===== src/sv/kbt_pkg.sv =====
// ----------------------------------------------------------------------------
// kbt_pkg
// Shared types and constants of the keypad bus transceiver.
// ----------------------------------------------------------------------------
package kbt_pkg;

    localparam int STATUS_BITS   = 32;
    localparam int PATTERN_W     = 32;
    localparam int PAT_IDX_W     = $clog2(PATTERN_W);
    localparam int CNT_W         = $clog2(STATUS_BITS + 2);
    localparam int LOW_W         = 12;
    localparam int PPK_W         = 2;
    localparam int CFG_DATA_W    = 12;
    localparam int CFG_INDEX_W   = 1;

    localparam logic [LOW_W-1:0]       LOW_MAX       = {LOW_W{1'b1}};
    localparam logic [LOW_W-1:0]       GAP_RESET     = LOW_W'(400);
    localparam logic [PPK_W-1:0]       PPK_RESET     = PPK_W'(2);
    localparam logic [CNT_W-1:0]       RX_LAST_PULSE = CNT_W'(STATUS_BITS + 1);
    localparam logic [CNT_W-1:0]       TX_LAST_PULSE = CNT_W'(STATUS_BITS);

    localparam logic [CFG_INDEX_W-1:0] CFG_GAP_TICKS = CFG_INDEX_W'(0);
    localparam logic [CFG_INDEX_W-1:0] CFG_PPK       = CFG_INDEX_W'(1);

    typedef struct packed {
        logic                 clock_sense;
        logic                 data_sense;
        logic                 send_request;
        logic [PATTERN_W-1:0] key_pattern;
    } sample_t;

    typedef struct packed {
        logic                   shunt_drive;
        logic                   status_valid;
        logic [STATUS_BITS-1:0] status_word;
        logic                   sending;
    } result_t;

    typedef struct packed {
        logic gap;
        logic high_edge;
        logic low_edge;
    } line_t;

    typedef enum logic [2:0] {
        TX_IDLE = 3'b001,
        TX_WAIT = 3'b010,
        TX_SEND = 3'b100
    } tx_phase_t;

endpackage


===== src/sv/kbt_line.sv =====
// ----------------------------------------------------------------------------
// kbt_line
// Clock line tracking: low-time counter, frame gap and pulse edge detect.
// ----------------------------------------------------------------------------
module kbt_line
    import kbt_pkg::*;
(
    input  logic             clk,
    input  logic             rst_n,
    input  logic             advance,
    input  logic             clock_sense,
    input  logic [LOW_W-1:0] gap_ticks,
    output line_t            line
);

    logic [LOW_W-1:0] low_time_reg;
    logic [LOW_W-1:0] low_time_next;
    logic [LOW_W-1:0] low_inc;
    logic             prev_clock_reg;

    always_comb
    begin
        low_inc        = (low_time_reg < LOW_MAX) ? low_time_reg + LOW_W'(1) : low_time_reg;
        low_time_next  = clock_sense ? low_inc : '0;
        line.gap       = clock_sense && (low_inc > gap_ticks);
        line.high_edge = prev_clock_reg && !clock_sense;
        line.low_edge  = !prev_clock_reg && clock_sense;
    end

    always_ff @(posedge clk or negedge rst_n)
    begin
        if (!rst_n)
        begin
            low_time_reg   <= '0;
            prev_clock_reg <= 1'b1;
        end
        else if (advance)
        begin
            low_time_reg   <= low_time_next;
            prev_clock_reg <= clock_sense;
        end
    end

endmodule


===== src/sv/kbt_rx.sv =====
// ----------------------------------------------------------------------------
// kbt_rx
// Status frame receiver: shifts in one bit per clock pulse after a gap.
// ----------------------------------------------------------------------------
module kbt_rx
    import kbt_pkg::*;
(
    input  logic                   clk,
    input  logic                   rst_n,
    input  logic                   advance,
    input  line_t                  line,
    input  logic                   data_sense,
    output logic                   status_valid,
    output logic [STATUS_BITS-1:0] status_next
);

    logic                   armed_reg;
    logic                   armed_next;
    logic [CNT_W-1:0]       cnt_reg;
    logic [CNT_W-1:0]       cnt_next;
    logic [STATUS_BITS-1:0] shift_reg;
    logic [STATUS_BITS-1:0] shift_next;
    logic [STATUS_BITS-1:0] status_reg;

    always_comb
    begin
        armed_next   = armed_reg;
        cnt_next     = cnt_reg;
        shift_next   = shift_reg;
        status_next  = status_reg;
        status_valid = 1'b0;
        if (line.gap)
        begin
            armed_next = 1'b1;
            cnt_next   = '0;
            shift_next = '0;
        end
        else if (line.high_edge && armed_reg)
        begin
            shift_next = {~data_sense, shift_reg[STATUS_BITS-1:1]};
            cnt_next   = cnt_reg + CNT_W'(1);
            if (cnt_next >= RX_LAST_PULSE)
            begin
                status_next  = shift_next;
                status_valid = 1'b1;
                armed_next   = 1'b0;
                cnt_next     = '0;
            end
        end
    end

    always_ff @(posedge clk or negedge rst_n)
    begin
        if (!rst_n)
        begin
            armed_reg  <= 1'b0;
            cnt_reg    <= '0;
            shift_reg  <= '0;
            status_reg <= '0;
        end
        else if (advance)
        begin
            armed_reg  <= armed_next;
            cnt_reg    <= cnt_next;
            shift_reg  <= shift_next;
            status_reg <= status_next;
        end
    end

    a_rx_cnt_range: assert property (@(posedge clk) disable iff (!rst_n)
        cnt_reg < RX_LAST_PULSE)
        else $error("rx pulse count past frame length");

    a_rx_cnt_idle: assert property (@(posedge clk) disable iff (!rst_n)
        !armed_reg |-> cnt_reg == '0)
        else $error("rx counting while not armed");

endmodule


===== src/sv/kbt_tx.sv =====
// ----------------------------------------------------------------------------
// kbt_tx
// Key sender: waits for a gap, then shunts data after pulses with 0 bits.
// ----------------------------------------------------------------------------
module kbt_tx
    import kbt_pkg::*;
(
    input  logic                 clk,
    input  logic                 rst_n,
    input  logic                 advance,
    input  line_t                line,
    input  logic                 send_request,
    input  logic [PATTERN_W-1:0] key_pattern,
    input  logic [PPK_W-1:0]     packets_per_key,
    output logic                 shunt_next,
    output logic                 sending_next
);

    tx_phase_t            phase_reg;
    tx_phase_t            phase_next;
    logic [CNT_W-1:0]     cnt_reg;
    logic [CNT_W-1:0]     cnt_next;
    logic [CNT_W-1:0]     bit_idx;
    logic [PPK_W-1:0]     frames_reg;
    logic [PPK_W-1:0]     frames_next;
    logic [PPK_W-1:0]     frames_dec;
    logic [PATTERN_W-1:0] pattern_reg;
    logic [PATTERN_W-1:0] pattern_next;
    logic                 shunt_reg;
    logic                 pat_bit;

    always_comb
    begin
        phase_next   = phase_reg;
        cnt_next     = cnt_reg;
        frames_next  = frames_reg;
        pattern_next = pattern_reg;
        shunt_next   = shunt_reg;
        bit_idx      = cnt_reg - CNT_W'(1);
        pat_bit      = (bit_idx >= CNT_W'(PATTERN_W)) ? 1'b1
                                                      : pattern_reg[bit_idx[PAT_IDX_W-1:0]];
        frames_dec   = (frames_reg != '0) ? frames_reg - PPK_W'(1) : frames_reg;

        if (line.gap && phase_reg != TX_IDLE)
        begin
            phase_next = TX_SEND;
            cnt_next   = '0;
            shunt_next = 1'b0;
        end
        else if (phase_reg == TX_SEND)
        begin
            if (line.high_edge)
            begin
                shunt_next = 1'b0;
                if (cnt_reg >= TX_LAST_PULSE)
                begin
                    cnt_next    = '0;
                    frames_next = frames_dec;
                    phase_next  = (frames_dec == '0) ? TX_IDLE : TX_WAIT;
                end
                else
                begin
                    cnt_next = cnt_reg + CNT_W'(1);
                end
            end
            else if (line.low_edge && cnt_reg != '0 && !pat_bit)
            begin
                shunt_next = 1'b1;
            end
        end

        if (send_request && phase_next == TX_IDLE)
        begin
            pattern_next = key_pattern;
            frames_next  = (packets_per_key != '0) ? packets_per_key : PPK_W'(1);
            cnt_next     = '0;
            shunt_next   = 1'b0;
            phase_next   = TX_WAIT;
        end

        sending_next = (phase_next != TX_IDLE);
    end

    always_ff @(posedge clk or negedge rst_n)
    begin
        if (!rst_n)
        begin
            phase_reg   <= TX_IDLE;
            cnt_reg     <= '0;
            frames_reg  <= '0;
            pattern_reg <= '0;
            shunt_reg   <= 1'b0;
        end
        else if (advance)
        begin
            phase_reg   <= phase_next;
            cnt_reg     <= cnt_next;
            frames_reg  <= frames_next;
            pattern_reg <= pattern_next;
            shunt_reg   <= shunt_next;
        end
    end

    a_tx_shunt_send: assert property (@(posedge clk) disable iff (!rst_n)
        shunt_reg |-> phase_reg == TX_SEND)
        else $error("shunt driven outside send phase");

    a_tx_cnt_range: assert property (@(posedge clk) disable iff (!rst_n)
        cnt_reg <= TX_LAST_PULSE)
        else $error("tx pulse count past frame length");

endmodule


===== src/sv/kbt_skid.sv =====
// ----------------------------------------------------------------------------
// kbt_skid
// Two-entry result buffer; input stall comes from a register only.
// ----------------------------------------------------------------------------
module kbt_skid
    import kbt_pkg::*;
(
    input  logic    clk,
    input  logic    rst_n,
    input  logic    push,
    input  result_t push_data,
    output logic    full,
    output logic    result_valid,
    input  logic    result_stall,
    output result_t result
);

    logic    out_valid_reg;
    result_t out_data_reg;
    logic    skid_valid_reg;
    result_t skid_data_reg;

    always_ff @(posedge clk or negedge rst_n)
    begin
        if (!rst_n)
        begin
            out_valid_reg  <= 1'b0;
            skid_valid_reg <= 1'b0;
        end
        else if (!out_valid_reg || !result_stall)
        begin
            out_valid_reg  <= skid_valid_reg || push;
            skid_valid_reg <= 1'b0;
        end
        else if (push)
        begin
            skid_valid_reg <= 1'b1;
        end
    end

    always_ff @(posedge clk)
    begin
        if (!out_valid_reg || !result_stall)
        begin
            out_data_reg <= skid_valid_reg ? skid_data_reg : push_data;
        end
        else if (push)
        begin
            skid_data_reg <= push_data;
        end
    end

    assign full         = skid_valid_reg;
    assign result_valid = out_valid_reg;
    assign result       = out_data_reg;

    a_skid_order: assert property (@(posedge clk) disable iff (!rst_n)
        skid_valid_reg |-> out_valid_reg)
        else $error("skid entry held with empty output slot");

endmodule


===== src/sv/keypad_bus_transceiver_core.sv =====
// ----------------------------------------------------------------------------
// keypad_bus_transceiver_core
// Alarm keypad bus transceiver: status frame receiver and key sender.
// ----------------------------------------------------------------------------
// Each sample beat carries one tick of the sensed bus clock and data lines
// plus a send request with its key pattern. Every sample beat yields one
// result beat: shunt drive, a frame-complete flag, the last status word and
// the sending flag, all reflecting the state after that tick.
// Each result beat is registered in the result buffer, and a sample can be
// accepted every cycle while sample_stall is low. The result side has a
// two-entry buffer, so sample_stall only rises once both entries hold
// results not yet taken; it is driven from a register. Configuration
// (gap_ticks index 0, packets_per_key index 1) is written via
// cfg_wr_en/cfg_index/cfg_data; the user must do so only while no beats
// are in flight, as the block itself does not enforce this. Reset clears
// all state: gap_ticks 400, packets_per_key 2, transmitter idle, receiver
// waiting for a gap, status word zero, shunt released.
// ----------------------------------------------------------------------------
module keypad_bus_transceiver_core
    import kbt_pkg::*;
(
    input  logic                   clk,
    input  logic                   rst_n,
    input  logic                   sample_valid,
    output logic                   sample_stall,
    input  sample_t                sample,
    output logic                   result_valid,
    input  logic                   result_stall,
    output result_t                result,
    input  logic                   cfg_wr_en,
    input  logic [CFG_INDEX_W-1:0] cfg_index,
    input  logic [CFG_DATA_W-1:0]  cfg_data
);

    logic [LOW_W-1:0]       gap_ticks_reg;
    logic [PPK_W-1:0]       ppk_reg;
    logic                   advance;
    line_t                  line;
    logic                   status_valid;
    logic [STATUS_BITS-1:0] status_next;
    logic                   shunt_next;
    logic                   sending_next;
    logic                   buf_full;
    result_t                push_data;

    always_ff @(posedge clk or negedge rst_n)
    begin
        if (!rst_n)
        begin
            gap_ticks_reg <= GAP_RESET;
            ppk_reg       <= PPK_RESET;
        end
        else if (cfg_wr_en)
        begin
            unique case (cfg_index)
                CFG_GAP_TICKS: gap_ticks_reg <= cfg_data[LOW_W-1:0];
                CFG_PPK:       ppk_reg       <= cfg_data[PPK_W-1:0];
                default:       ;
            endcase
        end
    end

    assign sample_stall = buf_full;
    assign advance      = sample_valid && !buf_full;

    kbt_line u_line (
        .clk         (clk),
        .rst_n       (rst_n),
        .advance     (advance),
        .clock_sense (sample.clock_sense),
        .gap_ticks   (gap_ticks_reg),
        .line        (line)
    );

    kbt_rx u_rx (
        .clk          (clk),
        .rst_n        (rst_n),
        .advance      (advance),
        .line         (line),
        .data_sense   (sample.data_sense),
        .status_valid (status_valid),
        .status_next  (status_next)
    );

    kbt_tx u_tx (
        .clk             (clk),
        .rst_n           (rst_n),
        .advance         (advance),
        .line            (line),
        .send_request    (sample.send_request),
        .key_pattern     (sample.key_pattern),
        .packets_per_key (ppk_reg),
        .shunt_next      (shunt_next),
        .sending_next    (sending_next)
    );

    always_comb
    begin
        push_data.shunt_drive  = shunt_next;
        push_data.status_valid = status_valid;
        push_data.status_word  = status_next;
        push_data.sending      = sending_next;
    end

    kbt_skid u_skid (
        .clk          (clk),
        .rst_n        (rst_n),
        .push         (advance),
        .push_data    (push_data),
        .full         (buf_full),
        .result_valid (result_valid),
        .result_stall (result_stall),
        .result       (result)
    );

endmodule


===== config.mk =====
export PLATFORM = sky130hd
export DESIGN_NAME = keypad_bus_transceiver_core
export DESIGN_NICKNAME = d
export VERILOG_FILES = /design/src/sv/kbt_pkg.sv /design/src/sv/kbt_line.sv /design/src/sv/kbt_rx.sv /design/src/sv/kbt_tx.sv /design/src/sv/kbt_skid.sv /design/src/sv/keypad_bus_transceiver_core.sv
export SDC_FILE = /design/constraint.sdc
export NUM_CORES = 1
export LEC_CHECK = 0
export BUFFER_PORTS_ARGS = -buffer_cell sky130_fd_sc_hd__buf_2
export CORE_MARGIN = 2
export CORE_UTILIZATION = 50
export DETAILED_ROUTE_END_ITERATION = 8
export GPL_ROUTABILITY_DRIVEN = 0
export GPL_TIMING_DRIVEN = 0
export PLACE_DENSITY = 0.79
export SLEW_MARGIN = 20
export SYNTH_ARGS = -nofsm -noshare
export SYNTH_HDL_FRONTEND = slang
export SYNTH_HIERARCHICAL = 1
export SYNTH_SLANG_ARGS = --single-unit

===== constraint.sdc =====
create_clock -name clk -period 6.3 [get_ports clk]
set_input_delay 0.315 -clock clk [delete_from_list [all_inputs] [get_ports clk]]
set_output_delay 0.315 -clock clk [all_outputs]
set_load 0.05 [all_outputs]

; ---- Yosys cells after proc, flatten, opt, wreduce, memory -nomap -nowiden
; Cells that the tools add are included.
[word_totals]
output_inout_bits = 37
register_bits = 214
input_bits = 53
elab_cells = 124
[classes]
reduce_logical = 37
eq_ne = 5
addsub = 5
magnitude_cmp = 6
n_mux = 45
bitwise = 3
[ops]
columns = cell, count
row1 = 32-bit 2-to-1 mux, 5
row2 = 6-bit 2-to-1 mux, 8
row3 = 35-bit 2-to-1 mux, 1
row4 = 12-bit 2-to-1 mux, 2
row5 = "6-bit >= comparator, second input constant", 3
row6 = 2-bit 2-to-1 mux, 8
row7 = 2-bit nonzero test, 8
row8 = 1-bit 2-to-1 mux, 15
row9 = 3-bit 2-to-1 mux, 5
row10 = "12-bit by 1-bit adder with 12-bit output, second input constant", 1
row11 = "6-bit by 1-bit adder with 6-bit output, second input constant", 2
row12 = 12-bit > comparator, 1
row13 = "12-bit < comparator, second input constant", 1
row14 = 2-bit AND reduction, 5
row15 = 1-bit logical AND, 9
row16 = 1-bit logical NOT, 6
row17 = "5-bit by 6-bit < comparator with 1-bit output, second input constant", 1
row18 = "3-bit by 1-bit inequality test with 1-bit output, second input constant", 2
row19 = 3-bit AND reduction, 2
row20 = 3-bit nonzero test, 2
row21 = 6-bit nonzero test, 1
row22 = "6-bit by 1-bit subtractor with 6-bit output, second input constant", 1
row23 = 1-bit binary-select mux with 5-bit select, 1
row24 = 5-bit AND reduction, 1
row25 = 7 further kinds, 10

; ---- Logic depth before layout (Yosys ltp)
; Gate-level depths: netlist of run 1.
[logic_depth]
ltp_word = 13
ltp_mapped = 17
depth_no_buf = 16

; ---- By module
; Netlist of run 1, hierarchy kept.
[modules_own_cells]
columns = mod, n_inst, cells_each, seq_area_each_um2, area_per_inst_um2
row1 = kbt_rx, 1, 223, 1751.7, 3225.6
row2 = kbt_skid, 1, 115, 2152.1, 2751.4
row3 = kbt_tx, 1, 204, 1102.3, 2442.3
row4 = kbt_line, 1, 154, 326.6, 1222.4
row5 = keypad_bus_transceiver_core, 1, 32, 355.3, 594.3

; ---- Worst setup path after synthesis of run 1
; No wires, ideal clock.
[synth_timing]
path_kind = reg2reg
startpoint = reg u_line.low_time_reg[0]
endpoint = reg u_skid.out_data_reg, in the netlist u_skid/result[34] (data pin)
setup_slack_ns = 1.887
required_time_ns = 6.170
n_path_buf = 1
arrival_ns = 4.283
period_less_slack_ns = 4.413
setup_time_ns = 0.130
path_stages_with_launch = 18
cell_sequence = dfrtp_1 -> ha_1 -> nand3_2 -> or4_4 -> buf_6 -> nand2_1 -> xnor2_1 -> ha_1 -> nand3_1 -> o22ai_1 -> o21ai_0 -> a31oi_1 -> nor2_1 -> a32oi_4 -> o211ai_1 -> a311o_1 -> o31ai_1 -> mux2_2
[synth_rtl]
columns = item, line_no
row1 = "start, declared", kbt_line.sv:16  ; logic [LOW_W-1:0] low_time_reg;
row2 = "start signal, assigned", kbt_line.sv:39  ; low_time_reg <= low_time_next;
row3 = "end signal, assigned", kbt_skid.sv:45  ; out_data_reg <= skid_valid_reg ? skid_data_reg : push_data;
row4 = "end, declared", kbt_skid.sv:19  ; result_t out_data_reg;

==> results.ini, run 1 <==
[sta]
rsz0062_at_grt = false
worst_clock_skew_ns = 0.008201
drv_slew = 0
worstMarginPinSlew_ns = 0.8368
period_share_pct = 79.05
fmax_mhz = 200.8
relSlewSlack_pct = 44.03
report.final.hold_viol_count = 0
period_minus_slack_ns = 4.980
tns_ns = 0
setup_viol = 0

[drt]
wirelength_um = 18830
remaining_drc_errors = 0
vias = 6290
wire_per_inst_um = 16.61
routed_via_density = 5.547
ant_nets = 0
drtIter0Drc = 418
dr.pass1.iters = 4

[clocking]
clock_latency_ns = 0.51
cts_root_buf = clkbuf_16
clock_sinks = 213
cts_tree = done
clk_path_buf_depth = 3
cts_buffers = 23
post_cts_buffers = 0
cts_htree_levels = 1
cts_resized = 0
clk_pin_slew_ns = 0.06

[yosys]
yosysTopAreaCellShare_pct = 33.49
ys_ff_latch = 213
synth_most_common_cell = dfrtp_1
synth.distinct_cells = 75
synth_area_um2 = 10240
yosysWarnings = 6
syn_inst = 728
synth_area_leaders = dfrtp_1 33%, edfxtp_1 21%, mux2_4 9.7%
synthTopCellsByCount = 137 x dfrtp_1, 88 x mux2_2, 70 x edfxtp_1
synthArstFlopShare_pct = 67.14
syn_nets = 799
ys.flop_type = dfrtp_1
synth_edf_count = 70
ys_seq_area_share_pct = 55.57
syn_avg_cell_area_um2 = 14.06
synth_top_area_cell = dfrtp_1

[placed_design]
detailed_place_hpwl_um = 12780
io_buffers = 89

[worst_hold_path]
hold_class = in -> reg

[layout]
area_delta_synth_final_pct = 15.60
drive_above_1_share_pct = 39.00
final_nets = 918
diodes = 0

[floorplanning]
rows = 52
die_h_um = 147.1
die_x_um = 147.1
dieArea_um2 = 21630
io_pins = 90
core_um2 = 20170
initial_utilization_pct = 50.75

[worst_setup_path]
arrival_ns = 5.36
critical_path_required_ns = 6.68
critPathMaxStageDelay_ns = 0.70
crit_fanout = 13
start_kind = register
worstSetupPathType = reg -> reg
r2r_slack_ns = 1.32
crit_chain = ha_1 -> nand3_2 -> nor4_2 -> nor2_1 -> xor2_1 -> ha_1 -> nand3_1 -> o22ai_1 -> o21ai_0 -> a31oi_2 -> nor2_1 -> a32oi_4 -> o211ai_1 -> a311o_1 -> o31ai_1 -> mux2_2
cp_slowest_cell = a31oi_2
worstSetupEndpointType = register

[power_and_ir_drop]
vdd_ir_drop_max_mv = 0.2826
powerDensity_nw_per_um2 = 350.2
cellLeakagePower_nw = 5.286
p_total_mw = 4.144

[global_route]
grt_pass1_vias = 6369
antenna_found_initial = 1
grt_pass1_wl_um = 31640
grt_overflow = 0
grtUsageTotal_pct = 17.61
grt_max_degree = 83

[run_status]
status = completed

[job]
cap_violations = 0

-- path summary, 6_finish.rpt --
check | startpoint | to | cells after the start
worst max-delay path | u_line/low_time_reg[0]$_DFFE_PN0P_ | u_skid/result[34]$_DFFE_PP_ | 16
worst min-delay path | sample[20] | u_tx/pattern_reg[20]$_DFFE_PN0P_ | 2
worst max register to register | u_line/low_time_reg[0]$_DFFE_PN0P_ | u_skid/result[34]$_DFFE_PP_ | 16
worst min register to register | u_tx/pattern_reg[20]$_DFFE_PN0P_ | u_tx/pattern_reg[20]$_DFFE_PN0P_ | 1
max in group asynchronous | rst_n | u_line/prev_clock_reg$_DFFE_PN1P_ | 3
min in group asynchronous | rst_n | u_tx/pattern_reg[5]$_DFFE_PN0P_ | 2
-- critical path: cells and delay by family (launching register included) --
| family | cells | cell delay (ns) |
|---|---|---|
| DFF | 1 | 0.46 |
| and+or+nand+nor | 5 | 1.19 |
| AOI/OAI and AO/OA | 7 | 2.23 |
| adders and majority gates | 2 | 0.58 |
| muxes | 1 | 0.21 |
| xor gates and xnor gates | 1 | 0.19 |
-- per-stage QoR --
step	worst slack [ns]	instance area (µm²)	util [%]	std cells	hold slack, ns
floorplan	1.887	10240	-	728	0.01941
global placement	1.008	11020	54.63	1087	0.4721
detailed placement	1.373	11110	55.07	1090	0.2714
CTS	1.278	11830	58.65	1134	0.003471
global route	0.8911	11830	58.67	1134	0.009548
finish	1.320	11830	58.67	1134	0.01935
-- where the power goes --
part	switching (mW)	internal, mW
clock	0.535	0.710
combinational	0.590	0.480
sequential	0.161	1.67
total	1.29	2.86
-- layout make-up --
| type | count | area [µm²] |
|---|---|---|
| Clock buffer | 30 | 631.9 |
| Buffer | 33 | 289.0 |
| Sequential cell | 213 | 5688 |
| Tap cell | 270 | 337.8 |
| Multi-Input combinational cell | 454 | 4167 |
| Clock inverter | 12 | 71.32 |
| Inverter | 28 | 105.1 |
| Timing Repair Buffer | 94 | 543.0 |
| Fill cell | 1600 | 8337 |
-- kinds of logic (layout without fill, tap and decap cells) --
group / after synthesis / after routing / share of synthesized area, %
simple gates: 127 / 127 / 6.980
flops: 213 / 213 / 55.57
compound gates: 132 / 132 / 9.950
mux: 163 / 163 / 20.25
buf+inv: 61 / 197 / 3.850
xor+xnor: 14 / 14 / 1.198
fa+ha+maj: 18 / 18 / 2.200
-- timing repair --
item | in CTS | in global routing
setup endpoints to repair | 0 | 0
hold buffers | 2 | 0
endpoints found under the hold margin | 62 | 0
-- per-layer routing --
layer	track usage (%)	wire, µm	part of all wire (%)	vias to the layer above
met5	0	13	0.069	-
li1	-	-	-	2968
met3	2.826	662	3.5	28
met4	4.375	356	1.9	2
met2	30.72	9433	50	126
met1	23.16	8365	44	3166
-- cells in the final DEF (no fill, tap or decap), types with 8 or more instances in the layout --
master / Yosys / routed
a21oi_1: 18 / 18
a22o_1: 34 / 34
a31oi_1: 12 / 11
buf_2: 7 / 95
buf_6: 12 / 12
clkbuf_1: 9 / 13
clkbuf_16: 0 / 23
clkinv_2: 0 / 8
dfrtp_1: 137 / 137
edfxtp_1: 70 / 70
ha_1: 18 / 18
inv_1: 26 / 26
mux2_2: 88 / 88
mux2_4: 66 / 66
mux2i_1: 8 / 8
nand2_1: 39 / 38
nand3_1: 11 / 11
nor2_1: 24 / 24
o21ai_0: 17 / 17
(Power assumes the default switching activity.)
==> run 2: changes to the inputs <==
--- a/config.mk
+++ b/config.mk
@@ -11,7 +11,7 @@
 export DETAILED_ROUTE_END_ITERATION = 8
 export GPL_ROUTABILITY_DRIVEN = 0
 export GPL_TIMING_DRIVEN = 0
-export PLACE_DENSITY = 0.79
+export PLACE_DENSITY = 0.81
 export SLEW_MARGIN = 20
 export SYNTH_ARGS = -nofsm -noshare
 export SYNTH_HDL_FRONTEND = slang
==> constraint.sdc (replaced) <==
create_clock -name clk -period 4 [get_ports clk]
set_input_delay 0.2 -clock clk [delete_from_list [all_inputs] [get_ports clk]]
set_output_delay 0.2 -clock clk [all_outputs]
set_load 0.05 [all_outputs]
==> results.ini, run 2 (synthesis results as in run 1) <==
[sta]
report.final.hold_viol_count = 0  ; unchanged
worstMarginPinSlew_ns = 0.6522  ; was 0.8368 ns
relSlewSlack_pct = 56.32  ; was 44.03%
worst_clock_skew_ns = 0.009553  ; was 0.008201 ns
period_share_pct = 101.1  ; was 79.05%
setup_viol = 27  ; was 0
period_minus_slack_ns = 4.043  ; was 4.980 ns
whs_ns = 0.01940  ; was 0.01935 ns
fmax_mhz = 247.3  ; was 200.8 MHz
tns_ns = -0.5573  ; was 0 ns
rsz0062_at_grt = true  ; was false
fin_ws_ns = -0.04321  ; was 1.320 ns
drv_slew = 0  ; unchanged

[layout]
fin_cells = 1206  ; was 1134
final_cell_mix = 130 x dfrtp_1, 91 x buf_2, 88 x mux2_2, 70 x edfxtp_1, 66 x mux2_4  ; was 137 x dfrtp_1, 95 x buf_2, 88 x mux2_2, 70 x edfxtp_1, 66 x mux2_4
fillers = 1486  ; was 1600
layout_commonest_cell = dfrtp_1  ; unchanged
area_delta_synth_final_pct = 24.91  ; was 15.60%
drive_above_1_share_pct = 41.45  ; was 39.00%
multiInputGateArea_um2 = 4329  ; was 4167 µm²
diodes = 0  ; unchanged
register_area_um2 = 5697  ; was 5688 µm²
fin_area_um2 = 12790  ; was 11830 µm²
final_nets = 989  ; was 918
fin_util_pct = 63.39  ; was 58.67%

[global_route]
grt_max_degree = 79  ; was 83
grt_pass1_vias = 6667  ; was 6369
antenna_found_initial = 1  ; unchanged
grt_overflow = 0  ; unchanged
grtUsageTotal_pct = 18.51  ; was 17.61%
grt_pass1_wl_um = 33000  ; was 31640 µm

[run_status]
violations = setup timing
status = finished, violations left  ; was completed

[floorplanning]
dieArea_um2 = 21630  ; unchanged
core_um2 = 20170  ; unchanged
die_h_um = 147.1  ; unchanged
rows = 52  ; unchanged
io_pins = 90  ; unchanged
die_x_um = 147.1  ; unchanged
initial_utilization_pct = 50.75  ; unchanged

[power_and_ir_drop]
vdd_ir_drop_max_mv = 0.3897  ; was 0.2826 mV
powerDensity_nw_per_um2 = 527.9  ; was 350.2 nW/µm²
cellLeakagePower_nw = 5.680  ; was 5.286 nW

[drt]
drtIter0Drc = 431  ; was 418
remaining_drc_errors = 0  ; unchanged
dr.pass1.iters = 4  ; unchanged
routed_via_density = 5.425  ; was 5.547
wire_per_inst_um = 16.68  ; was 16.61 µm
wirelength_um = 20120  ; was 18830 µm
ant_nets = 0  ; unchanged
vias = 6543  ; was 6290

[worst_setup_path]
critical_path_required_ns = 4.25  ; was 6.68 ns
worstSetupEndpointType = register  ; unchanged
cp_slowest_cell = or4_4  ; was a31oi_2
crit_chain = ha_4 -> nand3_4 -> or4_4 -> buf_4 -> xnor2_1 -> ha_1 -> inv_1 -> o41ai_4 -> a31oi_4 -> buf_12 -> a2111oi_4 -> buf_6 -> clkbuf_16 -> mux2_4 -> mux2_4  ; was ha_1 -> nand3_2 -> nor4_2 -> nor2_1 -> xor2_1 -> ha_1 -> nand3_1 -> o22ai_1 -> o21ai_0 -> a31oi_2 -> nor2_1 -> a32oi_4 -> o211ai_1 -> a311o_1 -> o31ai_1 -> mux2_2
crit_fanout = 6  ; was 13
start_kind = register  ; unchanged
arrival_ns = 4.29  ; was 5.36 ns
critPathMaxStageDelay_ns = 0.56  ; was 0.70 ns
cp_common_cell = mux2_4
worstSetupPathType = reg -> reg  ; unchanged

[placed_design]
dp_cells = 1090  ; unchanged
placed_area_um2 = 11130  ; was 11110 µm²
detailed_place_hpwl_um = 12880  ; was 12780 µm
io_buffers = 89  ; unchanged

[worst_hold_path]
hold_class = in -> reg  ; unchanged

[clocking]
clk_pin_slew_ns = 0.05  ; was 0.06 ns
cts_htree_levels = 1  ; unchanged
clk_path_buf_depth = 3  ; unchanged
cts_buffers = 24  ; was 23
cts_tree = done  ; unchanged
clock_latency_ns = 0.51  ; about the same
cts_root_buf = clkbuf_16  ; unchanged
clock_sinks = 213  ; unchanged

[job]
cap_violations = 0  ; unchanged

run 2: cell types whose count changed in the layout (fill, tap and decap cells not counted), moves of 6 or more:
cell           change
dlygate4sd3_1     +46
buf_4             +23
dfrtp_1            -7
dfrtp_2            +7
clkbuf_1           +6
run 2: final timing paths:
| check | slack, ns | startpoint | cells after the start | end |
|---|---|---|---|---|
| worst max-delay path | -0.04 | u_line/low_time_reg[1]$_DFFE_PN0P_ | 15 | u_skid/result[17]$_DFFE_PP_ |
| worst min-delay path | 0.02 | sample[32] | 2 | u_skid/skid_data_reg[0]$_DFFE_PP_ |
| worst max register to register | -0.04 | u_line/low_time_reg[1]$_DFFE_PN0P_ | 15 | u_skid/result[17]$_DFFE_PP_ |
| worst min register to register | 0.50 | u_tx/pattern_reg[20]$_DFFE_PN0P_ | 1 | u_tx/pattern_reg[20]$_DFFE_PN0P_ |
| max in group asynchronous | 3.01 | rst_n | 3 | u_line/prev_clock_reg$_DFFE_PN1P_ |
| min in group asynchronous | 0.22 | rst_n | 2 | u_tx/pattern_reg[9]$_DFFE_PN0P_ |
run 2: worst max-delay path, delay by kind of cell (launching register included):
| family | cells | cell delay, ns |
|---|---|---|
| AO/OA/AOI/OAI | 3 | 0.78 |
| XOR/XNOR | 1 | 0.12 |
| adder cells (fa/ha/maj) | 2 | 0.44 |
| buffers and inverters | 5 | 0.81 |
| flip-flops | 1 | 0.40 |
| multiplexers | 2 | 0.57 |
| AND/OR/NAND/NOR | 2 | 0.66 |
run 2: final cells by class:
type	instances	share of cell area (%)
well taps	270	2.642
flip-flops and latches	213	44.55
multi-input cells	454	33.86
clock inverters	6	0.5186
clock buffers	38	5.343
plain buffers	31	2.427
repair buffers	166	9.835
inverters	28	0.8220
run 2: routing by layer:
layer	GRT usage, %	share of wire [%]	vias up
met1	24.23	43	3231
met3	3.012	4.1	30
met4	3.990	1.6	2
met2	32.71	51	164
li1	-	-	3116
met5	0	0.065	-
run 2: timing repair:
action,4_1_cts,5_1_grt
buffers inserted,11,13
endpoints found under the setup margin,175,159
hold buffers,48,0
pin swaps,6,19
gates resized for setup,12,38
endpoints found under the hold margin,117,0
cloned,0,2
run 2: through the flow:
step	total power, mW	setup WS (ns)
5_1_grt	7.117	-0.1809
6_report	6.750	-0.04321
4_1_cts	6.752	0.01487
3_5_place_dp	4.584	-0.7104
3_3_place_gp	4.512	-0.6121
2_1_floorplan	4.170	0.004545
run 2: report_power, final:
part | internal, mW | switching, mW
Clock | 1.24 | 0.828
Sequential | 2.63 | 0.266
Combinational | 0.824 | 0.966
==> run 3: changes to the inputs <==
--- a/config.mk
+++ b/config.mk
@@ -11,7 +11,7 @@
 export DETAILED_ROUTE_END_ITERATION = 8
 export GPL_ROUTABILITY_DRIVEN = 0
 export GPL_TIMING_DRIVEN = 0
-export PLACE_DENSITY = 0.81
+export PLACE_DENSITY = 0.79
 export SLEW_MARGIN = 20
 export SYNTH_ARGS = -nofsm -noshare
 export SYNTH_HDL_FRONTEND = slang
==> constraint.sdc (replaced) <==
create_clock -name clk -period 4.6 [get_ports clk]
set_input_delay 1.15 -clock clk [delete_from_list [all_inputs] [get_ports clk]]
set_output_delay 1.15 -clock clk [all_outputs]
set_load 0.05 [all_outputs]
==> results.ini, run 3 (synthesis results as in run 1) <==
[run_status]
status = completed  ; was finished, violations left

[clocking]
clk_pin_slew_ns = 0.06  ; was 0.05 ns
cts_hold_buf = 0  ; was 48
cts_htree_levels = 1  ; unchanged
cts_root_buf = clkbuf_16  ; unchanged
cts_tree = done  ; unchanged
clock_sinks = 213  ; unchanged
clock_latency_ns = 0.51  ; about the same
clk_path_buf_depth = 3  ; unchanged
cts_buffers = 23  ; was 24

[floorplanning]
rows = 52  ; unchanged
initial_utilization_pct = 50.75  ; unchanged
die_x_um = 147.1  ; unchanged
die_h_um = 147.1  ; unchanged
core_um2 = 20170  ; unchanged
dieArea_um2 = 21630  ; unchanged
io_pins = 90  ; unchanged

[layout]
final_nets = 923  ; was 989
layout_commonest_cell = dfrtp_1  ; unchanged
fillers = 1595  ; was 1486
fin_util_pct = 59.06  ; was 63.39%
diodes = 0  ; unchanged
drive_above_1_share_pct = 40.05  ; was 41.45%
fin_area_um2 = 11910  ; was 12790 µm²
fin_cells = 1139  ; was 1206
final_cell_mix = 136 x dfrtp_1, 94 x buf_2, 88 x mux2_2, 70 x edfxtp_1, 66 x mux2_4  ; was 130 x dfrtp_1, 91 x buf_2, 88 x mux2_2, 70 x edfxtp_1, 66 x mux2_4
area_delta_synth_final_pct = 16.37  ; was 24.91%

[worst_setup_path]
regToRegStartpoint = u_line/low_time_reg[0]$_DFFE_PN0P_  ; was u_line/low_time_reg[1]$_DFFE_PN0P_
critical_path_required_ns = 4.85  ; was 4.25 ns
r2r_slack_ns = 0.21  ; was -0.04 ns
start_kind = register  ; unchanged
startpoint = u_line/low_time_reg[0]$_DFFE_PN0P_  ; was u_line/low_time_reg[1]$_DFFE_PN0P_
rr_worst_depth = 17  ; was 15
worstSetupPathType = reg -> reg  ; unchanged
crit_fanout = 10  ; was 6
worstSetupEndpointType = register  ; unchanged
arrival_ns = 4.64  ; was 4.29 ns
crit_end = u_skid/result[21]$_DFFE_PP_  ; was u_skid/result[17]$_DFFE_PP_
reg2reg_to = u_skid/result[21]$_DFFE_PP_  ; was u_skid/result[17]$_DFFE_PP_

[drt]
dr.pass1.iters = 5  ; was 4
wire_per_inst_um = 16.62  ; was 16.68 µm
wl_met3_um = 690  ; was 820 µm
vias = 6303  ; was 6543
dr_wl_met2_um = 9471  ; was 10240 µm
highest_layer = met5  ; unchanged
remaining_drc_errors = 0  ; unchanged
wirelength_um = 18930  ; was 20120 µm
routed_via_density = 5.534  ; was 5.425
ant_nets = 0  ; unchanged
wl_met1_um = 8405  ; was 8717 µm
drtIter0Drc = 419  ; was 431

[sta]
rsz0062_at_grt = false  ; was true
report.final.hold_viol_count = 0  ; unchanged
tns_ns = 0  ; was -0.5573 ns
setup_viol = 0  ; was 27
period_share_pct = 95.33  ; was 101.1%
fin_ws_ns = 0.2149  ; was -0.04321 ns
drv_slew = 0  ; unchanged
period_minus_slack_ns = 4.385  ; was 4.043 ns
relSlewSlack_pct = 54.99  ; was 56.32%
worst_clock_skew_ns = 0.008608  ; was 0.009553 ns
worstMarginPinSlew_ns = 0.6722  ; was 0.6522 ns
fmax_mhz = 228.0  ; was 247.3 MHz

[global_route]
grtUsageTotal_pct = 17.66  ; was 18.51%
grt_overflow = 0  ; unchanged
grt_max_degree = 83  ; was 79
grt_pass1_vias = 6376  ; was 6667
grt_pass1_wl_um = 31730  ; was 33000 µm
antenna_found_initial = 1  ; unchanged

[placed_design]
detailed_place_hpwl_um = 12780  ; was 12880 µm
placed_area_um2 = 11110  ; was 11130 µm²
io_buffers = 89  ; unchanged
post-place-ws_ns = -0.3274  ; was -0.7104 ns
dp_cells = 1090  ; unchanged

[job]
cap_violations = 0  ; unchanged

[worst_hold_path]
hold_class = reg -> reg  ; was in -> reg

[power_and_ir_drop]
vdd_ir_drop_max_mv = 0.3879  ; was 0.3897 mV
powerDensity_nw_per_um2 = 477.4  ; was 527.9 nW/µm²
cellLeakagePower_nw = 5.338  ; was 5.680 nW

[run 3: worst min path at each step]
stage / cells after the start / from / end / slack (ns)
after floorplan: 1 / u_tx/pattern_reg[20]$_DFFE_PN0P_ / u_tx/pattern_reg[20]$_DFFE_PN0P_ / 0.45
after global placement: 1 / u_tx/pattern_reg[20]$_DFFE_PN0P_ / u_tx/pattern_reg[20]$_DFFE_PN0P_ / 0.47
after detailed placement: 1 / u_tx/pattern_reg[20]$_DFFE_PN0P_ / u_tx/pattern_reg[20]$_DFFE_PN0P_ / 0.48
after CTS: 1 / u_tx/pattern_reg[20]$_DFFE_PN0P_ / u_tx/pattern_reg[20]$_DFFE_PN0P_ / 0.49
after global routing: 1 / u_tx/pattern_reg[20]$_DFFE_PN0P_ / u_tx/pattern_reg[20]$_DFFE_PN0P_ / 0.51
final: 1 / u_tx/pattern_reg[20]$_DFFE_PN0P_ / u_tx/pattern_reg[20]$_DFFE_PN0P_ / 0.49
[run 3: power by group]
part	leakage [nW]	total [mW]	switching, mW	internal [mW]
combinational	2.40	1.47	0.816	0.658
clock	0.355	1.71	0.733	0.973
sequential	2.58	2.51	0.222	2.28
[run 3: worst max-delay path, cell delays in order (launching register included)]
cell and delay (ns):
dfrtp_2 0.42, ha_1 0.24, nand3_2 0.15, or4_4 0.55, buf_6 0.15, nand2_1 0.10
xnor2_1 0.15, ha_1 0.28, a21oi_1 0.15, o22ai_1 0.11, o21ai_1 0.21, a31oi_4 0.14
buf_4 0.19, a2111oi_4 0.26, buf_4 0.22, buf_6 0.20, mux2_4 0.32, mux2_4 0.28
[run 3: cell type report]
type,instances,area (µm²),area share (%)
plain buffers,33,291.5,2.447
clock buffers,30,631.9,5.305
clock inverters,12,71.32,0.5987
inverters,28,105.1,0.8824
multi-input cells,454,4209,35.34
flip-flops and latches,213,5689,47.76
well taps,270,337.8,2.836
repair buffers,99,575.6,4.832
[run 3: routing by layer]
layer / GRT usage, % / up-vias
li1: - / 2989
met1: 23.25 / 3159
met5: 0 / -
met2: 30.82 / 125
met4: 4.327 / 2
met3: 2.826 / 28
[run 3: what timing repair did]
action | in CTS | in global routing
gates resized for setup | 3 | 6
pin swaps | 1 | 3
buffers inserted | 2 | 5
setup endpoints to repair | 60 | 90
[run 3: metrics by stage]
step	power, mW	hold slack [ns]
after floorplan	3.622	0.4522
after global placement	3.921	0.4721
after detailed placement	3.986	0.4762
after CTS	5.728	0.4894
after global routing	5.999	0.5101
final	5.687	0.4858
